## src/hdl/gray_histogram_shrink_top_defines.svh

```systemverilog
// assertion macros used by the gray histogram shrink back end
`ifndef GRAY_HISTOGRAM_SHRINK_TOP_DEFINES_SVH
`define GRAY_HISTOGRAM_SHRINK_TOP_DEFINES_SVH

// same-cycle implication, checked out of reset
`define GHS_ASSERT_NOW(label, ante, cons, msg) \
	label: assert property (@(posedge clk) disable iff (!arst_n) (ante) |-> (cons)) \
		else $error(msg);

// next-cycle implication, checked out of reset
`define GHS_ASSERT_NEXT(label, ante, cons, msg) \
	label: assert property (@(posedge clk) disable iff (!arst_n) (ante) |=> (cons)) \
		else $error(msg);

`endif

```

## src/hdl/ghs_pkg.sv

```systemverilog
// shared types and constants for the gray histogram shrink block
`timescale 1ns / 1ps
package ghs_pkg;

	localparam int PIXEL_BITS = 8;
	localparam int PROD_BITS = 2 * PIXEL_BITS;
	localparam int STEP_BITS = $clog2(PROD_BITS);
	localparam logic [PIXEL_BITS-1:0] PIXEL_TOP = {PIXEL_BITS{1'b1}};

	localparam int QUEUE_DEPTH = 4;
	localparam int QUEUE_PTR_BITS = $clog2(QUEUE_DEPTH);
	localparam int QUEUE_CNT_BITS = QUEUE_PTR_BITS + 1;

	localparam int CFG_ADDR_BITS = 1;
	localparam logic [CFG_ADDR_BITS-1:0] REG_TARGET_LOW = 1'd0;
	localparam logic [CFG_ADDR_BITS-1:0] REG_TARGET_HIGH = 1'd1;

	localparam logic ACTION_MEASURE = 1'b0;
	localparam logic ACTION_MAP = 1'b1;

	// one map pixel, already reduced to the operands of the scaling
	typedef struct packed {
		logic                  flat;
		logic [PIXEL_BITS-1:0] delta;
		logic [PIXEL_BITS-1:0] span;
		logic [PIXEL_BITS-1:0] under;
		logic [PIXEL_BITS-1:0] low;
	} ghs_cmd_t;

	typedef enum logic [1:0] {
		BK_IDLE,
		BK_MUL,
		BK_DIV,
		BK_OUT
	} ghs_back_state_t;

endpackage

```

## src/hdl/gray_histogram_shrink_top.sv

```systemverilog
// top level of the gray histogram shrink block
// a map pixel passes through the back end's multiply, divide and out states; a flat-frame one goes straight to out
// throughput: one measure pixel per cycle while the queue is not full; the back end takes one map pixel at a
// time, with a bit-serial divider (one quotient bit per cycle over 16 bits)
// a four-entry command queue lets measure and map transfers run ahead of the divider
// reset: arst_n clears least to 255, greatest to 0, target range to 0..255, queue empty
`timescale 1ns / 1ps
module gray_histogram_shrink_top (
	input  logic                              clk,
	input  logic                              arst_n,
	input  logic                              cfg_we,
	input  logic [ghs_pkg::CFG_ADDR_BITS-1:0] cfg_addr,
	input  logic [ghs_pkg::PIXEL_BITS-1:0]    cfg_wdata,
	input  logic                              push,
	output logic                              full,
	input  logic                              action,
	input  logic [ghs_pkg::PIXEL_BITS-1:0]    pixel,
	input  logic                              first,
	output logic                              empty,
	input  logic                              pop,
	output logic [ghs_pkg::PIXEL_BITS-1:0]    shrunk_pixel,
	output logic                              flat_frame
);
	import ghs_pkg::*;

	logic     in_take;
	logic     cmd_push;
	ghs_cmd_t cmd_in;
	ghs_cmd_t cmd_out;
	logic     cmd_full;
	logic     cmd_empty;
	logic     cmd_pop;

	assign full = cmd_full;
	assign in_take = push && !cmd_full;

	ghs_front u_front (
		.clk       (clk),
		.arst_n    (arst_n),
		.cfg_we    (cfg_we),
		.cfg_addr  (cfg_addr),
		.cfg_wdata (cfg_wdata),
		.in_take   (in_take),
		.action    (action),
		.pixel     (pixel),
		.first     (first),
		.cmd_push  (cmd_push),
		.cmd       (cmd_in)
	);

	ghs_queue u_queue (
		.clk       (clk),
		.arst_n    (arst_n),
		.push      (cmd_push),
		.push_data (cmd_in),
		.full      (cmd_full),
		.pop       (cmd_pop),
		.pop_data  (cmd_out),
		.empty     (cmd_empty)
	);

	ghs_back u_back (
		.clk          (clk),
		.arst_n       (arst_n),
		.cmd_empty    (cmd_empty),
		.cmd          (cmd_out),
		.cmd_pop      (cmd_pop),
		.empty        (empty),
		.pop          (pop),
		.shrunk_pixel (shrunk_pixel),
		.flat_frame   (flat_frame)
	);

endmodule

```

## src/hdl/ghs_front.sv

```systemverilog
// front end: config registers, frame min/max tracking, map command build
`timescale 1ns / 1ps
module ghs_front (
	input  logic                               clk,
	input  logic                               arst_n,
	input  logic                               cfg_we,
	input  logic [ghs_pkg::CFG_ADDR_BITS-1:0]  cfg_addr,
	input  logic [ghs_pkg::PIXEL_BITS-1:0]     cfg_wdata,
	input  logic                               in_take,
	input  logic                               action,
	input  logic [ghs_pkg::PIXEL_BITS-1:0]     pixel,
	input  logic                               first,
	output logic                               cmd_push,
	output ghs_pkg::ghs_cmd_t                  cmd
);
	import ghs_pkg::*;

	logic [PIXEL_BITS-1:0] target_low_q;
	logic [PIXEL_BITS-1:0] target_high_q;
	logic [PIXEL_BITS-1:0] least_q;
	logic [PIXEL_BITS-1:0] greatest_q;

	always_ff @(posedge clk or negedge arst_n) begin
		if (!arst_n) begin
			target_low_q <= '0;
			target_high_q <= PIXEL_TOP;
		end else if (cfg_we) begin
			case (cfg_addr)
				REG_TARGET_LOW:  target_low_q <= cfg_wdata;
				REG_TARGET_HIGH: target_high_q <= cfg_wdata;
				default: ;
			endcase
		end
	end

	always_ff @(posedge clk or negedge arst_n) begin
		if (!arst_n) begin
			least_q <= PIXEL_TOP;
			greatest_q <= '0;
		end else if (in_take && action == ACTION_MEASURE) begin
			if (first) begin
				least_q <= pixel;
				greatest_q <= pixel;
			end else begin
				if (pixel < least_q) least_q <= pixel;
				if (pixel > greatest_q) greatest_q <= pixel;
			end
		end
	end

	assign cmd_push = in_take && action == ACTION_MAP;

	always_comb begin
		cmd.flat = greatest_q <= least_q;
		cmd.delta = (pixel > least_q) ? pixel - least_q : '0;
		cmd.under = greatest_q - least_q;
		cmd.span = (target_high_q >= target_low_q) ? target_high_q - target_low_q
			: target_low_q - target_high_q;
		cmd.low = target_low_q;
	end

endmodule

```

## src/hdl/ghs_queue.sv

```systemverilog
// short command queue between the front and back parts
`timescale 1ns / 1ps
module ghs_queue (
	input  logic              clk,
	input  logic              arst_n,
	input  logic              push,
	input  ghs_pkg::ghs_cmd_t push_data,
	output logic              full,
	input  logic              pop,
	output ghs_pkg::ghs_cmd_t pop_data,
	output logic              empty
);
	import ghs_pkg::*;

	ghs_cmd_t                mem_q [QUEUE_DEPTH];
	logic [QUEUE_PTR_BITS-1:0] wr_ptr_q;
	logic [QUEUE_PTR_BITS-1:0] rd_ptr_q;
	logic [QUEUE_CNT_BITS-1:0] count_q;
	logic                    do_push;
	logic                    do_pop;

	assign full = count_q == QUEUE_CNT_BITS'(QUEUE_DEPTH);
	assign empty = count_q == '0;
	assign do_push = push && !full;
	assign do_pop = pop && !empty;
	assign pop_data = mem_q[rd_ptr_q];

	always_ff @(posedge clk) begin
		if (do_push) mem_q[wr_ptr_q] <= push_data;
	end

	always_ff @(posedge clk or negedge arst_n) begin
		if (!arst_n) begin
			wr_ptr_q <= '0;
			rd_ptr_q <= '0;
			count_q <= '0;
		end else begin
			if (do_push) begin
				wr_ptr_q <= (wr_ptr_q == QUEUE_PTR_BITS'(QUEUE_DEPTH - 1)) ? '0
					: wr_ptr_q + 1'b1;
			end
			if (do_pop) begin
				rd_ptr_q <= (rd_ptr_q == QUEUE_PTR_BITS'(QUEUE_DEPTH - 1)) ? '0
					: rd_ptr_q + 1'b1;
			end
			case ({do_push, do_pop})
				2'b10:   count_q <= count_q + 1'b1;
				2'b01:   count_q <= count_q - 1'b1;
				default: count_q <= count_q;
			endcase
		end
	end

endmodule

```

## src/hdl/ghs_back.sv

```systemverilog
// back end: multiply, bit-serial divide, offset and saturate, result register
`timescale 1ns / 1ps
`include "gray_histogram_shrink_top_defines.svh"
module ghs_back (
	input  logic                           clk,
	input  logic                           arst_n,
	input  logic                           cmd_empty,
	input  ghs_pkg::ghs_cmd_t              cmd,
	output logic                           cmd_pop,
	output logic                           empty,
	input  logic                           pop,
	output logic [ghs_pkg::PIXEL_BITS-1:0] shrunk_pixel,
	output logic                           flat_frame
);
	import ghs_pkg::*;

	ghs_back_state_t        state_q;
	ghs_back_state_t        state_d;
	logic                   flat_q;
	logic [PIXEL_BITS-1:0]  delta_q;
	logic [PIXEL_BITS-1:0]  span_q;
	logic [PIXEL_BITS-1:0]  under_q;
	logic [PIXEL_BITS-1:0]  low_q;
	logic [PROD_BITS-1:0]   dvd_q;
	logic [PIXEL_BITS-1:0]  rem_q;
	logic [STEP_BITS-1:0]   step_q;
	logic                   res_valid_q;
	logic [PIXEL_BITS-1:0]  res_pixel_q;
	logic                   res_flat_q;

	logic                   out_free;
	logic                   res_load;
	logic                   div_last;
	logic [PIXEL_BITS:0]    trial;
	logic                   fits;
	logic [PROD_BITS:0]     sum;
	logic [PIXEL_BITS-1:0]  res_pixel;

	assign out_free = !res_valid_q || pop;
	assign empty = !res_valid_q;
	assign shrunk_pixel = res_pixel_q;
	assign flat_frame = res_flat_q;
	assign div_last = state_q == BK_DIV && step_q == STEP_BITS'(PROD_BITS - 1);

	// one restoring-division step: bring in the next dividend bit
	assign trial = {rem_q, dvd_q[PROD_BITS-1]};
	assign fits = trial >= {1'b0, under_q};

	assign sum = {{(PROD_BITS-PIXEL_BITS+1){1'b0}}, low_q} + {1'b0, dvd_q};
	always_comb begin
		if (flat_q) res_pixel = low_q;
		else if (sum > {{(PROD_BITS-PIXEL_BITS+1){1'b0}}, PIXEL_TOP}) res_pixel = PIXEL_TOP;
		else res_pixel = sum[PIXEL_BITS-1:0];
	end

	always_comb begin
		state_d = state_q;
		cmd_pop = 1'b0;
		res_load = 1'b0;
		case (state_q)
			BK_IDLE: begin
				if (!cmd_empty) begin
					cmd_pop = 1'b1;
					state_d = cmd.flat ? BK_OUT : BK_MUL;
				end
			end
			BK_MUL: state_d = BK_DIV;
			BK_DIV: begin
				if (div_last) state_d = BK_OUT;
			end
			BK_OUT: begin
				if (out_free) begin
					res_load = 1'b1;
					state_d = BK_IDLE;
				end
			end
			default: state_d = BK_IDLE;
		endcase
	end

	always_ff @(posedge clk or negedge arst_n) begin
		if (!arst_n) state_q <= BK_IDLE;
		else state_q <= state_d;
	end

	always_ff @(posedge clk or negedge arst_n) begin
		if (!arst_n) step_q <= '0;
		else if (state_q == BK_DIV) step_q <= step_q + 1'b1;
		else step_q <= '0;
	end

	always_ff @(posedge clk) begin
		if (cmd_pop) begin
			flat_q <= cmd.flat;
			delta_q <= cmd.delta;
			span_q <= cmd.span;
			under_q <= cmd.under;
			low_q <= cmd.low;
		end
		case (state_q)
			BK_MUL: begin
				dvd_q <= PROD_BITS'(delta_q) * PROD_BITS'(span_q);
				rem_q <= '0;
			end
			BK_DIV: begin
				rem_q <= fits ? PIXEL_BITS'(trial - {1'b0, under_q}) : trial[PIXEL_BITS-1:0];
				dvd_q <= {dvd_q[PROD_BITS-2:0], fits};
			end
			default: ;
		endcase
	end

	always_ff @(posedge clk or negedge arst_n) begin
		if (!arst_n) res_valid_q <= 1'b0;
		else if (res_load) res_valid_q <= 1'b1;
		else if (pop) res_valid_q <= 1'b0;
	end

	always_ff @(posedge clk) begin
		if (res_load) begin
			res_pixel_q <= res_pixel;
			res_flat_q <= flat_q;
		end
	end

	`GHS_ASSERT_NOW(a_div_nonzero, state_q == BK_DIV, under_q != '0, "divide by zero in back end")
	`GHS_ASSERT_NOW(a_rem_below, state_q == BK_DIV, rem_q < under_q, "remainder not below divisor")
	`GHS_ASSERT_NEXT(a_div_done, div_last, state_q == BK_OUT, "divide did not end")
	`GHS_ASSERT_NOW(a_load_rise, $rose(res_valid_q), $past(state_q) == BK_OUT, "result not from out")

endmodule

```

## config.mk

```make
export PLATFORM = sky130hd
export DESIGN_NAME = gray_histogram_shrink_top
export DESIGN_NICKNAME = d
export VERILOG_FILES = /design/src/hdl/ghs_pkg.sv /design/src/hdl/gray_histogram_shrink_top.sv /design/src/hdl/ghs_front.sv /design/src/hdl/ghs_queue.sv /design/src/hdl/ghs_back.sv
export VERILOG_INCLUDE_DIRS = /design/src /design/src/hdl
export SDC_FILE = /design/constraint.sdc
export NUM_CORES = 1
export LEC_CHECK = 0
export CORE_ASPECT_RATIO = 1.75
export CORE_MARGIN = 3
export CORE_UTILIZATION = 60
export CTS_CLUSTER_DIAMETER = 150
export DETAILED_ROUTE_END_ITERATION = 10
export DONT_BUFFER_PORTS = 1
export PLACE_DENSITY = 0.75
export RECOVER_POWER = 100
export SETUP_SLACK_MARGIN = 0.05
export SYNTH_ARGS = -nofsm -noshare
export SYNTH_HDL_FRONTEND = slang
export SYNTH_SLANG_ARGS = --single-unit
```

## constraint.sdc

```tcl
create_clock -name clk -period 5.9 [get_ports clk]
set_clock_uncertainty 0.15 [all_clocks]
set_input_delay 1.77 -clock clk [delete_from_list [all_inputs] [get_ports clk]]
set_output_delay 1.77 -clock clk [all_outputs]
set_load 0.05 [all_outputs]
```

**Yosys cells after proc, flatten, opt, wreduce, memory -nomap -nowiden**

Memory sizes are Yosys's and may differ from the RTL's.
Index checks and enable logic that the tools add are counted.

- Output and inout bits: 11
- Word-level logic and storage cells: 103
- Bits of input ports: 24
- Bits in writable memories: 132
- Memories kept: 1
- Register bits: 112

- Add/subtract/negate cells: 11
- Multiplexer cells: 28
- Equal/unequal tests: 12
- $mul: 1
- $lt $le $gt $ge: 7
- Reduce and logical (&&, ||, !) cells: 22
- Bitwise logic cells: 2

Memories:

| memory | depth | width | rd ports | clocked after Yosys merged registers in | write ports | line | source |
|---|---|---|---|---|---|---|---|
| u_queue.mem_q | 4 | 33 | 1 | 0 | 1 | ghs_queue.sv:15 | `ghs_cmd_t mem_q [QUEUE_DEPTH];` |

Operators by type and width:

| cell | number |
|---|---|
| 8-bit two-way mux | 9 |
| 8-bit subtractor | 5 |
| 16-bit case mux with 2 select lines | 1 |
| 8-bit by 16-bit adder with 17-bit output | 1 |
| 17-bit by 8-bit greater-than comparator with 1-bit output, second input constant | 1 |
| 8-bit greater-than comparator | 2 |
| 8-bit by 8-bit multiplier with 16-bit output | 1 |
| 8-bit case mux with 2 select lines | 1 |
| 2-bit two-way mux | 6 |
| 2-bit equality test, second input constant | 5 |
| 2-bit nonzero test | 5 |
| 9-bit by 8-bit greater-or-equal comparator with 1-bit output | 1 |
| 8-bit greater-or-equal comparator | 1 |
| 8-bit <= comparator | 1 |
| 8-bit < comparator | 1 |
| 1-bit two-way mux | 8 |
| 2-bit case mux with 4 select lines | 1 |
| 2-bit AND reduction | 4 |
| 1-bit logical AND | 6 |
| 3-bit case mux with 2 select lines | 1 |
| 2-bit by 1-bit adder with 2-bit output, second input constant | 2 |
| 4-bit by 1-bit adder with 4-bit output, second input constant | 1 |
| 2-bit by 1-bit equality test with 1-bit output, second input constant | 2 |
| 4-bit equality test, second input constant | 1 |
| 12 further kinds | 16 |

**Longest topological paths before layout**

Gate-level depths: netlist (run 1).

- Depth after elaboration: 7
- Mapped depth: 17
- Depth with buffers taken out: 17

**Hierarchy**

A second synthesis (run 1) with hierarchy kept.

- Cells, all modules: 1050
- Area total of the unflattened synthesis: 13887.1 sq um

Modules (own cells, without submodules):

| module | area each (sq um) | sequential area each (sq um) | cells an instance | times used |
|---|---|---|---|---|
| ghs_back | 5820.6 | 2157.1 | 545 | 1 |
| ghs_queue | 5263.8 | 4139.0 | 213 | 1 |
| ghs_front | 2788.9 | 820.8 | 291 | 1 |
| gray_histogram_shrink_top | 13.8 | 0.0 | 1 | 1 |

**Least setup slack after synthesis (run 1)**

No wires, ideal clock.

- Path type: flip-flop to flip-flop
- Start point: register u_back.delta_q[1]
- End point: register u_back.dvd_q[14], data pin
- Data required time: 5.482 ns
- Stages on the path, launching flop included: 15
- Clock period less this slack: 4.300 ns
- Setup slack: 1.600 ns
- Data arrival time: 3.882 ns
- Library setup time: 0.268 ns
- Path buffers: 0
- Cells stage by stage: edfxtp_1 and2_1 fa_1 fa_1 fa_1 inv_1 fa_1 inv_1 ha_1 a21oi_1 o21ai_0 a41oi_1 a21oi_1 xnor2_1 o21ai_0

- Word-level cells in the longest chain between the ends: 2

Ends and longest elaborated chain:

| element | line | source |
|---|---|---|
| start: declaration | ghs_back.sv:20 | `logic [PIXEL_BITS-1:0] delta_q;` |
| start signal: assignment | ghs_back.sv:95 | `delta_q <= cmd.delta;` |
| 8-bit by 8-bit multiplier with 16-bit output | ghs_back.sv:102 | `dvd_q <= PROD_BITS'(delta_q) * PROD_BITS'(span_q);` |
| 16-bit case mux with 2 select lines | ghs_back.sv:100 | `case (state_q)` |
| end signal: assignment | ghs_back.sv:102 |  |
| end signal: assignment | ghs_back.sv:107 | `dvd_q <= {dvd_q[PROD_BITS-2:0], fits};` |
| end: declaration | ghs_back.sv:24 | `logic [PROD_BITS-1:0] dvd_q;` |

Every way passes these cells.
A chain may end at the register's enable or synchronous reset.

**Final worst setup path (run 1)**

- Start point: register u_back.delta_q[1]
- End point: register u_back.dvd_q[15], data pin

Same word-level chain as after synthesis.

==> impl_metrics.csv, run 1 <==
group,metric,value,unit
critical_path,crit_fanout,8,
synth,async_reset_ff_share,18.9,%
worst_hold_path,hp-class,"flip-flop to flip-flop",
synth,synth_edf_count,198,
synth,synth_flop_cell,"edfxtp_1",
floorplan,dieArea,0.0245,mm^2
grt,antenna_found_initial,0,
floorplan,rows,72,
status,status,"finished with violations",
timing,rsz0062_at_grt,"false",
critical_path,path_delay_family,"adder cells",
grt,grtUsageTotal,21.3,%
critical_path,cp_slowest_cell,"fa_1",
synth,yosysUniqueCellTypes,60,
timing,tns,0,ns
critical_path,worstSetupPathType,"flip-flop to flip-flop",
synth,synth_cells,1033,
floorplan,initial_utilization,61.1,%
critical_path,critPathRequiredTime,5.98,ns
clocking,clockBufferDepth,3,
floorplan,ios,35,
synth,syn_area_per_cell,13.1,um^2
grt,overflow,0,
clocking,cts_hold_buf,0,
critical_path,worst-r2r-setup-slack,1.19,ns
floorplan,core-area,0.0222,mm^2
job,maxCapViolCount,6,
clocking,h-tree-depth,1,
synth,synth_nets,1202,
synth,synthTopCellsByArea,"edfxtp_1 (44%), ha_1 (9.4%), fa_1 (6.4%)",
clocking,cts_resized,0,
critical_path,arrival,4.79,ns
critical_path,setup.worst_path.start,"u_back.delta_q[1]$_DFFE_PP_",
critical_path,critPathLaunchType,"flip-flop",
synth,syn-cell-area,0.0135,mm^2
synth,synth_area_leader_cell,"edfxtp_1",
place,dp_hpwl,18.9,mm
clocking,clkSinkCount,244,
routing,wire_per_inst,18.3,um
synth,yosys_warnings,0,
cells_and_area,drive_above_1_share,10.7,%
routing,via_count,7815,
critical_path,max_stage_delay,0.55,ns
worst_hold_path,hold_path_depth,1,
timing,fin_crit,4.71,ns
routing,wl,25.0,mm
worst_hold_path,hold_start,"u_back.step_q[0]$_DFF_PN0_",
critical_path,r2r_end,"u_back.dvd_q[15]$_DFFE_PP_",
timing,worst_pin_slew,2.88,ns
critical_path,rr_startpoint,"u_back.delta_q[1]$_DFFE_PP_",
floorplan,fp.dieH,205,um
cells_and_area,layout.nets,1219,
clocking,post_cts_buffers,0,
routing,drt_iter0_drc,398,
place,io_buffers,0,
worst_hold_path,whs_endpoint,"u_back.step_q[0]$_DFF_PN0_",
routing,first_pass_iters,5,
clocking,cts_tree,"built",
clocking,cts_buffers,22,
critical_path,crit_path_cell_trace,"and2_0 > fa_1 > fa_1 > inv_1 > fa_1 > fa_1 > inv_1 > ha_1 > o21ai_0 > a21oi_1 > o211ai_1 > a21oi_1 > nor3_1 > o21ai_0 > o311ai_0",
synth,yosysTopAreaCellShare,43.9,%
cells_and_area,antenna_cells,0,
timing,finalHoldViolCount,0,
routing,vias_per_cell,5.74,
synth,ys_seq_area_share,52.5,%
cells_and_area,area_growth,7.19,%
routing,post-route-drc-count,0,
timing,slew_violations,208,
critical_path,crit_top_cell,"fa_1",
grt,grt_max_degree,47,
timing,max_freq,212,MHz
timing,setup_violations,0,
clocking,worstSkewPairLatency,0.52,ns
floorplan,die-width,120,um
synth,synth_seq_cells,244,
status,violations,"capacitance limit, slew limit",
grt,grt_pass1_wl,41.1,mm
routing,ant_nets,0,
timing,min_period_over_period,79.8,%
clocking,clkTransAtPathRegs,0.07,ns
timing,maxSlewHeadroom,-92.3,%
grt,grt_pass1_vias,8315,
critical_path,ff2ff_path_depth,15,
clocking,root_buffer,"clkbuf_16",
place,gp_congestion,0.891,
critical_path,crit_path_end_kind,"flip-flop",
critical_path,path_buf_inv,2,
## metrics by stage
stage               setup WS [ns]  hold slack [ns]  std cells  cell area (um^2)  utilization (%)
floorplan                    1.60            0.274       1033             13500                -
global placement             1.29            0.305       1322             13900             62.8
detailed placement           1.22            0.314       1322             13900             62.8
CTS                          1.17            0.325       1362             14600             66.0
global route                0.898            0.342       1362             14500             65.5
finish                       1.19            0.317       1362             14500             65.5
## metal layers
layer / global-route usage [%] / wire length (um) / share of wire [%]
met3: 2.32 / 880 / 3.5
met2: 42.0 / 14200 / 57
met4: 8.56 / 929 / 3.7
met5: 0 / 0 / 0
met1: 22.7 / 8970 / 36
## worst reg2reg max path, cell delays in order (launching register included)
cell and delay (ns):
edfxtp_1 0.51, and2_0 0.25, fa_1 0.46, fa_1 0.54, inv_1 0.05, fa_1 0.48, fa_1 0.55, inv_1 0.04
ha_1 0.28, o21ai_0 0.10, a21oi_1 0.25, o211ai_1 0.15, a21oi_1 0.21, nor3_1 0.09, o21ai_0 0.16, o311ai_0 0.14
## state kept, by name, summed over array words and instances, names as in the netlist
register	flops
u_queue.mem_q	132
u_back.dvd_q	16
u_back.delta_q	8
u_back.low_q	8
u_back.rem_q	8
u_back.shrunk_pixel	8
u_back.span_q	8
u_back.under_q	8
u_front.greatest_q	8
u_front.least_q	8
u_front.target_high_q	8
u_front.target_low_q	8
u_back.step_q	4
u_queue.count_q	3
u_back.state_q	2
u_queue.rd_ptr_q	2
u_queue.wr_ptr_q	2
u_back.flat_frame	1
u_back.flat_q	1
u_back.res_valid_q	1
## synth_stat cells, types with 13 or more instances
| cell type | n |
|---|---|
| dfrtp_1 | 30 |
| a21oi_1 | 35 |
| ha_1 | 102 |
| mux4_2 | 33 |
| nand2_1 | 58 |
| fa_1 | 43 |
| nor2b_1 | 14 |
| inv_1 | 134 |
| and2_1 | 57 |
| nand3_1 | 14 |
| edfxtp_1 | 198 |
| nor2_1 | 32 |
| mux2_2 | 27 |
| dfstp_2 | 16 |
| xnor2_1 | 26 |
| nor3_1 | 13 |
| o21ai_0 | 54 |
## cell usage in the layout (no fill, tap or decap), types with 3 or more instances in the layout
master     netlist  routed
edfxtp_1       198     198
inv_1          134     134
ha_1           102     102
o21ai_0         54      61
nand2_1         58      59
and2_1          57      48
fa_1            43      43
a21oi_1         35      35
mux4_2          33      33
nor2_1          32      32
dfrtp_1         30      29
xnor2_1         26      26
mux2_2          27      25
clkbuf_16        0      22
nor2b_1         14      14
nand3_1         14      14
dfstp_2         16      14
nor3_1          13      13
xor2_1          12      12
clkbuf_1        11      12
nand2b_1        10      10
nand4_1          9      10
a21o_1           9       9
and2_0           0       9
o21a_1           8       8
a21boi_0         3       6
or3_1            6       6
mux2i_1          6       6
a2bb2oi_2        8       5
and3_1           5       5
o211ai_1         4       5
o22ai_1          4       4
clkinv_1         1       4
clkinv_4         0       4
a2bb2oi_1        0       3
o21bai_1         3       3
## logic make-up (layout without fill, tap and decap cells)
| family | Yosys count | in the layout | synth area share (%) |
|---|---|---|---|
| and+or+nand+nor | 228 | 228 | 8.88 |
| buffers and inverters | 150 | 183 | 4.18 |
| adders and majority gates | 145 | 145 | 15.8 |
| xor gates and xnor gates | 38 | 38 | 2.46 |
| DFF | 244 | 244 | 52.5 |
| AOI/OAI and AO/OA | 162 | 162 | 8.00 |
| muxes | 66 | 66 | 8.17 |
## how the worst max path moves through the flow
stage | depth (start not counted) | end | slack (ns)
2_1_floorplan | 14 | u_back.dvd_q[14]$_DFFE_PP_ | 1.60
3_3_place_gp | 16 | u_back.dvd_q[15]$_DFFE_PP_ | 1.29
3_5_place_dp | 15 | u_back.dvd_q[15]$_DFFE_PP_ | 1.22
4_1_cts | 15 | u_back.dvd_q[15]$_DFFE_PP_ | 1.17
5_1_grt | 16 | u_back.dvd_q[13]$_DFFE_PP_ | 0.90
6_report | 15 | u_back.dvd_q[15]$_DFFE_PP_ | 1.19
## layout make-up
cell class                 instances  area [um^2]
clock buffer                      29          597
clock inverter                    11          106
fill                            1681         7640
inverter                         135          507
multi-input combinational        639         5790
sequential                       244         7120
tap                              296          370
timing repair buffer               8         33.8
Power of run 1 is left out: the tool's default activity adds up to more than one toggle a clock period on the data nets, which glitch-free logic cannot reach.
==> inputs of run 2 (changes only) <==
==> constraint.sdc (replaced) <==
create_clock -name clk -period 4.8 [get_ports clk]
set_clock_uncertainty 0.15 [all_clocks]
set_input_delay 1.44 -clock clk [delete_from_list [all_inputs] [get_ports clk]]
set_output_delay 1.44 -clock clk [all_outputs]
set_load 0.05 [all_outputs]
==> run 2 against run 1 <==
Against the previous run:
- the run still ends with capacitance limit, slew limit left
- register-to-register slack worse by 0.98 ns
- critical path type unchanged
- largest cell class unchanged
- fmax up 2.7%
- via count about the same
- sequential share of layout area down 0.17 points
- worst hold slack better by 0.00077 ns
- first-iteration DRC count down 6.5%
- cell area up 0.35%
==> impl_metrics.csv, run 2 (synthesis results as in run 1) <==
group,metric,value,unit
grt,grt_use_met3,2.73,%
routing,vias_per_cell,5.72,
routing,first_pass_iters,5,
timing,rsz0062_at_grt,"true",
worst_hold_path,hp-class,"flip-flop to flip-flop",
grt,grt.busiest_layer,"met2",
timing,fin_crit,4.59,ns
timing,max_freq,218,MHz
timing,worst_slack,0.213,ns
grt,gr-usage-met2,42.5,%
cells_and_area,mostFrequentLayoutCell,"edfxtp_1",
critical_path,critPathRequiredTime,4.91,ns
status,violations,"capacitance limit, slew limit",
grt,grt_max_degree,47,
grt,grt_pass1_wl,41.6,mm
timing,setup_violations,0,
timing,maxSlewHeadroom,-39.8,%
clocking,root_buffer,"clkbuf_16",
routing,post-route-drc-count,0,
place,gp_congestion,0.901,
clocking,clkSinkCount,244,
floorplan,fp.dieH,205,um
clocking,clockBufferDepth,3,
cells_and_area,fill_cells,1658,
floorplan,rows,72,
critical_path,arrival,4.70,ns
floorplan,dieArea,0.0245,mm^2
routing,via_count,7821,
clocking,cts_hold_buf,0,
timing,min_period_over_period,95.6,%
floorplan,ios,35,
critical_path,max_stage_delay,0.54,ns
status,status,"finished with violations",
cells_and_area,final_cell_mix,"edfxtp_1 (198), inv_1 (134), ha_1 (102)",
job,maxCapViolCount,6,
clocking,clkTransAtPathRegs,0.08,ns
floorplan,core-area,0.0222,mm^2
cells_and_area,multi_input_area,0.00581,mm^2
cells_and_area,drive_above_1_share,12.3,%
timing,slew_violations,207,
clocking,cts_buffers,22,
critical_path,crit_path_cell_trace,"nand2_1 > fa_1 > fa_1 > inv_1 > fa_1 > inv_1 > fa_1 > inv_1 > ha_1 > inv_1 > a21oi_2 > o211ai_1 > buf_4 > nand2_1 > a21oi_2 > xor2_1 > o21ai_0",
critical_path,cp_slowest_cell,"fa_1",
place,dp_hpwl,19.1,mm
routing,wl,25.4,mm
cells_and_area,antenna_cells,0,
floorplan,initial_utilization,61.1,%
clocking,h-tree-depth,1,
clocking,cts_tree,"built",
cells_and_area,reg.largest.list,"u_queue.mem_q (132), u_back.dvd_q (16)",
grt,grt_pass1_vias,8289,
routing,drt_iter0_drc,372,
routing,ant_nets,0,
critical_path,critPathLaunchType,"flip-flop",
critical_path,worstSetupPathType,"flip-flop to flip-flop",
place,io_buffers,0,
grt,grtUsageTotal,21.6,%
cells_and_area,layout.nets,1224,
clocking,worstSkewPairLatency,0.52,ns
timing,worst_pin_slew,2.10,ns
grt,overflow,0,
critical_path,crit_path_end_kind,"flip-flop",
place,place_ws,0.0935,ns
cells_and_area,largest_reg_flops,132,
critical_path,crit_fanout,8,
cells_and_area,regMostFlops,"u_queue.mem_q",
cells_and_area,ff_latch_area,0.00712,mm^2
grt,grt_use_met1,22.8,%
floorplan,die-width,120,um
cells_and_area,area_growth,7.56,%
timing,finalHoldViolCount,0,
grt,antenna_found_initial,0,
routing,wire_per_inst,18.6,um
## run 2: cell count changes in the layout (fill, tap and decap cells not counted), sizes merged
cell | previous run | this run
buf | 1 | 6
clkbuf | 36 | 31
clkinv | 10 | 12
bufinv | 1 | 0
inv | 135 | 136
clkinvlp | 0 | 3
## run 2: stage by stage
step                       TNS, ns  instances  utilization, %  instance area, um^2  hold WS (ns)
final                            0       1367            65.7                14600         0.318
after global routing      -0.00901       1367            65.7                14600         0.338
after CTS                        0       1366            66.1                14600         0.318
after detailed placement         0       1326            62.9                13900         0.309
after global placement           0       1326            62.9                13900         0.306
after floorplan                  0       1033               -                13500         0.274
## run 2: final timing paths
path | endpoint | slack (ns) | cells past startpoint | start
worst max-delay path | u_back.dvd_q[11]$_DFFE_PP_ | 0.21 | 17 | u_back.span_q[7]$_DFFE_PP_
worst max register to register | u_back.dvd_q[11]$_DFFE_PP_ | 0.21 | 17 | u_back.span_q[7]$_DFFE_PP_
worst min register to register | u_back.step_q[0]$_DFF_PN0_ | 0.32 | 1 | u_back.step_q[0]$_DFF_PN0_
worst min-delay path | u_back.step_q[0]$_DFF_PN0_ | 0.32 | 1 | u_back.step_q[0]$_DFF_PN0_
max in group asynchronous | u_front.least_q[1]$_DFFE_PN1P_ | 3.85 | 0 | arst_n
min in group asynchronous | u_front.target_low_q[2]$_DFFE_PN0P_ | 0.46 | 0 | arst_n
## run 2: final cells by class
type | instances | share of cell area [%]
inverter | 135 | 3.48
tap | 296 | 2.54
sequential | 244 | 48.9
clock inverter | 16 | 0.781
clock buffer | 24 | 3.97
timing repair buffer | 13 | 0.489
multi-input combinational | 639 | 39.9
## run 2: worst max-delay path, delay by kind of cell (launching register included)
family                   cells  cell delay (ns)
XOR/XNOR                     1             0.14
AO/OA/AOI/OAI                4             0.58
flip-flops                   1             0.48
buffers and inverters        5             0.41
adder cells (fa/ha/maj)      5             2.39
AND/OR/NAND/NOR              2             0.17
## run 2: routing by layer
layer  share of wire (%)  wire, um
met1                  35      8940
met5                   0         0
met4                 4.3      1080
met3                 3.7       940
met2                  57     14400
## run 2: repair_timing
item | in CTS | in global routing
endpoints found under the setup margin | 0 | 5
gates resized for setup | 0 | 13
hold endpoints to repair | 0 | 0
setup buffers | 0 | 1
Power of run 2 is left out for the same reason.
==> inputs of run 3 (changes only) <==
--- a/config.mk
+++ b/config.mk
@@ -6,13 +6,16 @@
 export SDC_FILE = /design/constraint.sdc
 export NUM_CORES = 1
 export LEC_CHECK = 0
+export CELL_PAD_IN_SITES_DETAIL_PLACEMENT = 2
+export CELL_PAD_IN_SITES_GLOBAL_PLACEMENT = 2
 export CORE_ASPECT_RATIO = 1.75
 export CORE_MARGIN = 3
-export CORE_UTILIZATION = 60
+export CORE_UTILIZATION = 46
 export CTS_CLUSTER_DIAMETER = 150
 export DETAILED_ROUTE_END_ITERATION = 10
 export DONT_BUFFER_PORTS = 1
-export PLACE_DENSITY = 0.75
+export MAX_ROUTING_LAYER = met4
+export PLACE_DENSITY = 0.79
 export RECOVER_POWER = 100
 export SETUP_SLACK_MARGIN = 0.05
 export SYNTH_ARGS = -nofsm -noshare
==> run 3 against run 2 <==
Against the previous run:
- the flow still finishes with violations (capacitance limit, slew limit)
- non-clock buffer count grew 13
- highest routed layer unchanged
- first-iteration DRC count grew 8.3%
- cell count grew 7.3%
- global-route usage grew 3.0 points
- critical path depth shrank 1
- sequential share of layout area shrank 1.4 points
- worst hold slack is essentially flat
- critical endpoint is now u_back.dvd_q[14]$_DFFE_PP_
- worst setup slack lost 0.0082 ns
- via count grew 6.0%
- count of clock-buffer cells in the layout grew 5
- register-to-register slack is essentially flat
==> impl_metrics.csv, run 3 (synthesis results as in run 1) <==
group,metric,value,unit
clocking,root_buffer,"clkbuf_16",
timing,min_period_over_period,95.7,%
cells_and_area,area_growth,10.8,%
routing,wl,36.5,mm
cells_and_area,mostFrequentLayoutCell,"edfxtp_1",
routing,vias_per_cell,5.65,
critical_path,max_stage_delay,0.55,ns
critical_path,arrival,4.71,ns
grt,grt_pass1_vias,9779,
status,violations,"capacitance limit, slew limit",
place,io_buffers,0,
cells_and_area,regMostFlops,"u_queue.mem_q",
worst_hold_path,hp-class,"flip-flop to flip-flop",
timing,worst_pin_slew,2.39,ns
routing,drt_iter0_drc,403,
routing,ant_nets,0,
critical_path,crit_path_cell_trace,"clkbuf_4 > and2_1 > fa_2 > fa_1 > inv_1 > fa_1 > fa_1 > inv_1 > ha_4 > inv_1 > o21a_1 > o21ai_2 > a41oi_2 > a21oi_1 > xnor2_1 > o21ai_0",
timing,slew_violations,189,
floorplan,initial_utilization,47.0,%
routing,wire_per_inst,24.9,um
critical_path,cp_slowest_cell,"fa_1",
job,maxCapViolCount,6,
grt,grtUsageTotal,24.6,%
critical_path,worstSetupPathType,"flip-flop to flip-flop",
clocking,cts_tree,"built",
cells_and_area,final_cell_mix,"edfxtp_1 (198), inv_1 (133), ha_1 (97)",
place,gp_congestion,0.822,
timing,fin_crit,4.59,ns
cells_and_area,fill_cells,2730,
routing,via_count,8294,
routing,first_pass_iters,4,
clocking,cts_buffers,25,
cells_and_area,reg.largest.list,"u_queue.mem_q (132), u_back.dvd_q (16)",
timing,finalHoldViolCount,0,
floorplan,core-area,0.0288,mm^2
critical_path,path_buf_inv,4,
timing,rsz0062_at_grt,"true",
cells_and_area,antenna_cells,0,
critical_path,crit_path_end_kind,"flip-flop",
routing,post-route-drc-count,0,
critical_path,path_delay_family,"adder cells",
critical_path,critPathRequiredTime,4.92,ns
place,dp_hpwl,27.7,mm
status,status,"finished with violations",
clocking,clockBufferDepth,3,
floorplan,fp.dieH,233,um
clocking,clkTransAtPathRegs,0.06,ns
grt,grt_pass1_wl,57.3,mm
clocking,worstSkewPairLatency,0.54,ns
floorplan,die-width,136,um
critical_path,critPathLaunchType,"flip-flop",
grt,overflow,0,
floorplan,rows,82,
clocking,cts_hold_buf,0,
timing,maxSlewHeadroom,-59.2,%
timing,worst_slack,0.205,ns
timing,max_freq,218,MHz
grt,antenna_found_initial,0,
cells_and_area,layout.nets,1240,
grt,grt_max_degree,47,
cells_and_area,drive_above_1_share,14.7,%
clocking,clkSinkCount,244,
place,place_ws,-0.0372,ns
floorplan,dieArea,0.0316,mm^2
cells_and_area,largest_reg_flops,132,
clocking,h-tree-depth,1,
critical_path,crit_fanout,7,
floorplan,ios,35,
timing,setup_violations,0,
run 3: cell count changes in the layout (fill, tap and decap cells not counted), moves of 4 or more:
cell	delta
ha_4	+4
buf_4	+9
ha_1	-5
clkbuf_1	+4
run 3: area by class of cell:
cell class | count | area, um^2 | share of cell area [%]
flip-flops and latches | 244 | 7120 | 47.4
multi-input cells | 639 | 5930 | 39.5
clock buffers | 29 | 641 | 4.27
inverters | 135 | 509 | 3.39
well taps | 378 | 473 | 3.15
repair buffers | 26 | 173 | 1.15
clock inverters | 16 | 171 | 1.14
run 3: metal layers:
layer	vias to the layer above	part of all wire (%)	track usage (%)	wire length, um
li1	3758	-	-	-
met2	176	57	46.0	20900
met5	-	0	-	0
met3	88	3.2	3.27	1150
met1	4272	35	25.0	12700
met4	0	4.6	11.3	1690
run 3: metrics by stage:
step / setup TNS (ns) / std cells / hold WS (ns) / util [%] / area [um^2]
finish: 0 / 1467 / 0.319 / 52.1 / 15000
global route: -0.00262 / 1467 / 0.378 / 52.1 / 15000
CTS: 0 / 1457 / 0.322 / 51.7 / 14900
detailed placement: -0.0372 / 1408 / 0.308 / 48.7 / 14100
global placement: 0 / 1408 / 0.302 / 48.7 / 14100
floorplan: 0 / 1033 / 0.274 / - / 13500
run 3: worst paths after layout:
| path | end | depth (start not counted) | from | slack, ns |
|---|---|---|---|---|
| setup / recovery | u_back.dvd_q[14]$_DFFE_PP_ | 16 | u_back.span_q[2]$_DFFE_PP_ | 0.21 |
| hold / removal | u_back.step_q[0]$_DFF_PN0_ | 1 | u_back.step_q[0]$_DFF_PN0_ | 0.32 |
| setup reg to reg | u_back.dvd_q[14]$_DFFE_PP_ | 16 | u_back.span_q[2]$_DFFE_PP_ | 0.21 |
| hold reg to reg | u_back.step_q[0]$_DFF_PN0_ | 1 | u_back.step_q[0]$_DFF_PN0_ | 0.32 |
| max in group asynchronous | u_front.least_q[1]$_DFFE_PN1P_ | 0 | arst_n | 3.86 |
| min in group asynchronous | u_front.target_low_q[5]$_DFFE_PN0P_ | 0 | arst_n | 0.45 |
run 3: worst register-to-register path: stages (launching register included):
cell and delay [ns]:
edfxtp_1 0.49, clkbuf_4 0.18, and2_1 0.16, fa_2 0.34
fa_1 0.55, inv_1 0.07, fa_1 0.52, fa_1 0.55
inv_1 0.06, ha_4 0.27, inv_1 0.06, o21a_1 0.22
o21ai_2 0.17, a41oi_2 0.15, a21oi_1 0.19, xnor2_1 0.13
o21ai_0 0.08
run 3: timing repair:
item                                    CTS  global route
gates cloned                              0             0
pin swaps                                 1            20
setup buffers                             4            10
gates resized for setup                   3            36
endpoints found under the setup margin    3             6
Power of run 3 is left out for the same reason.
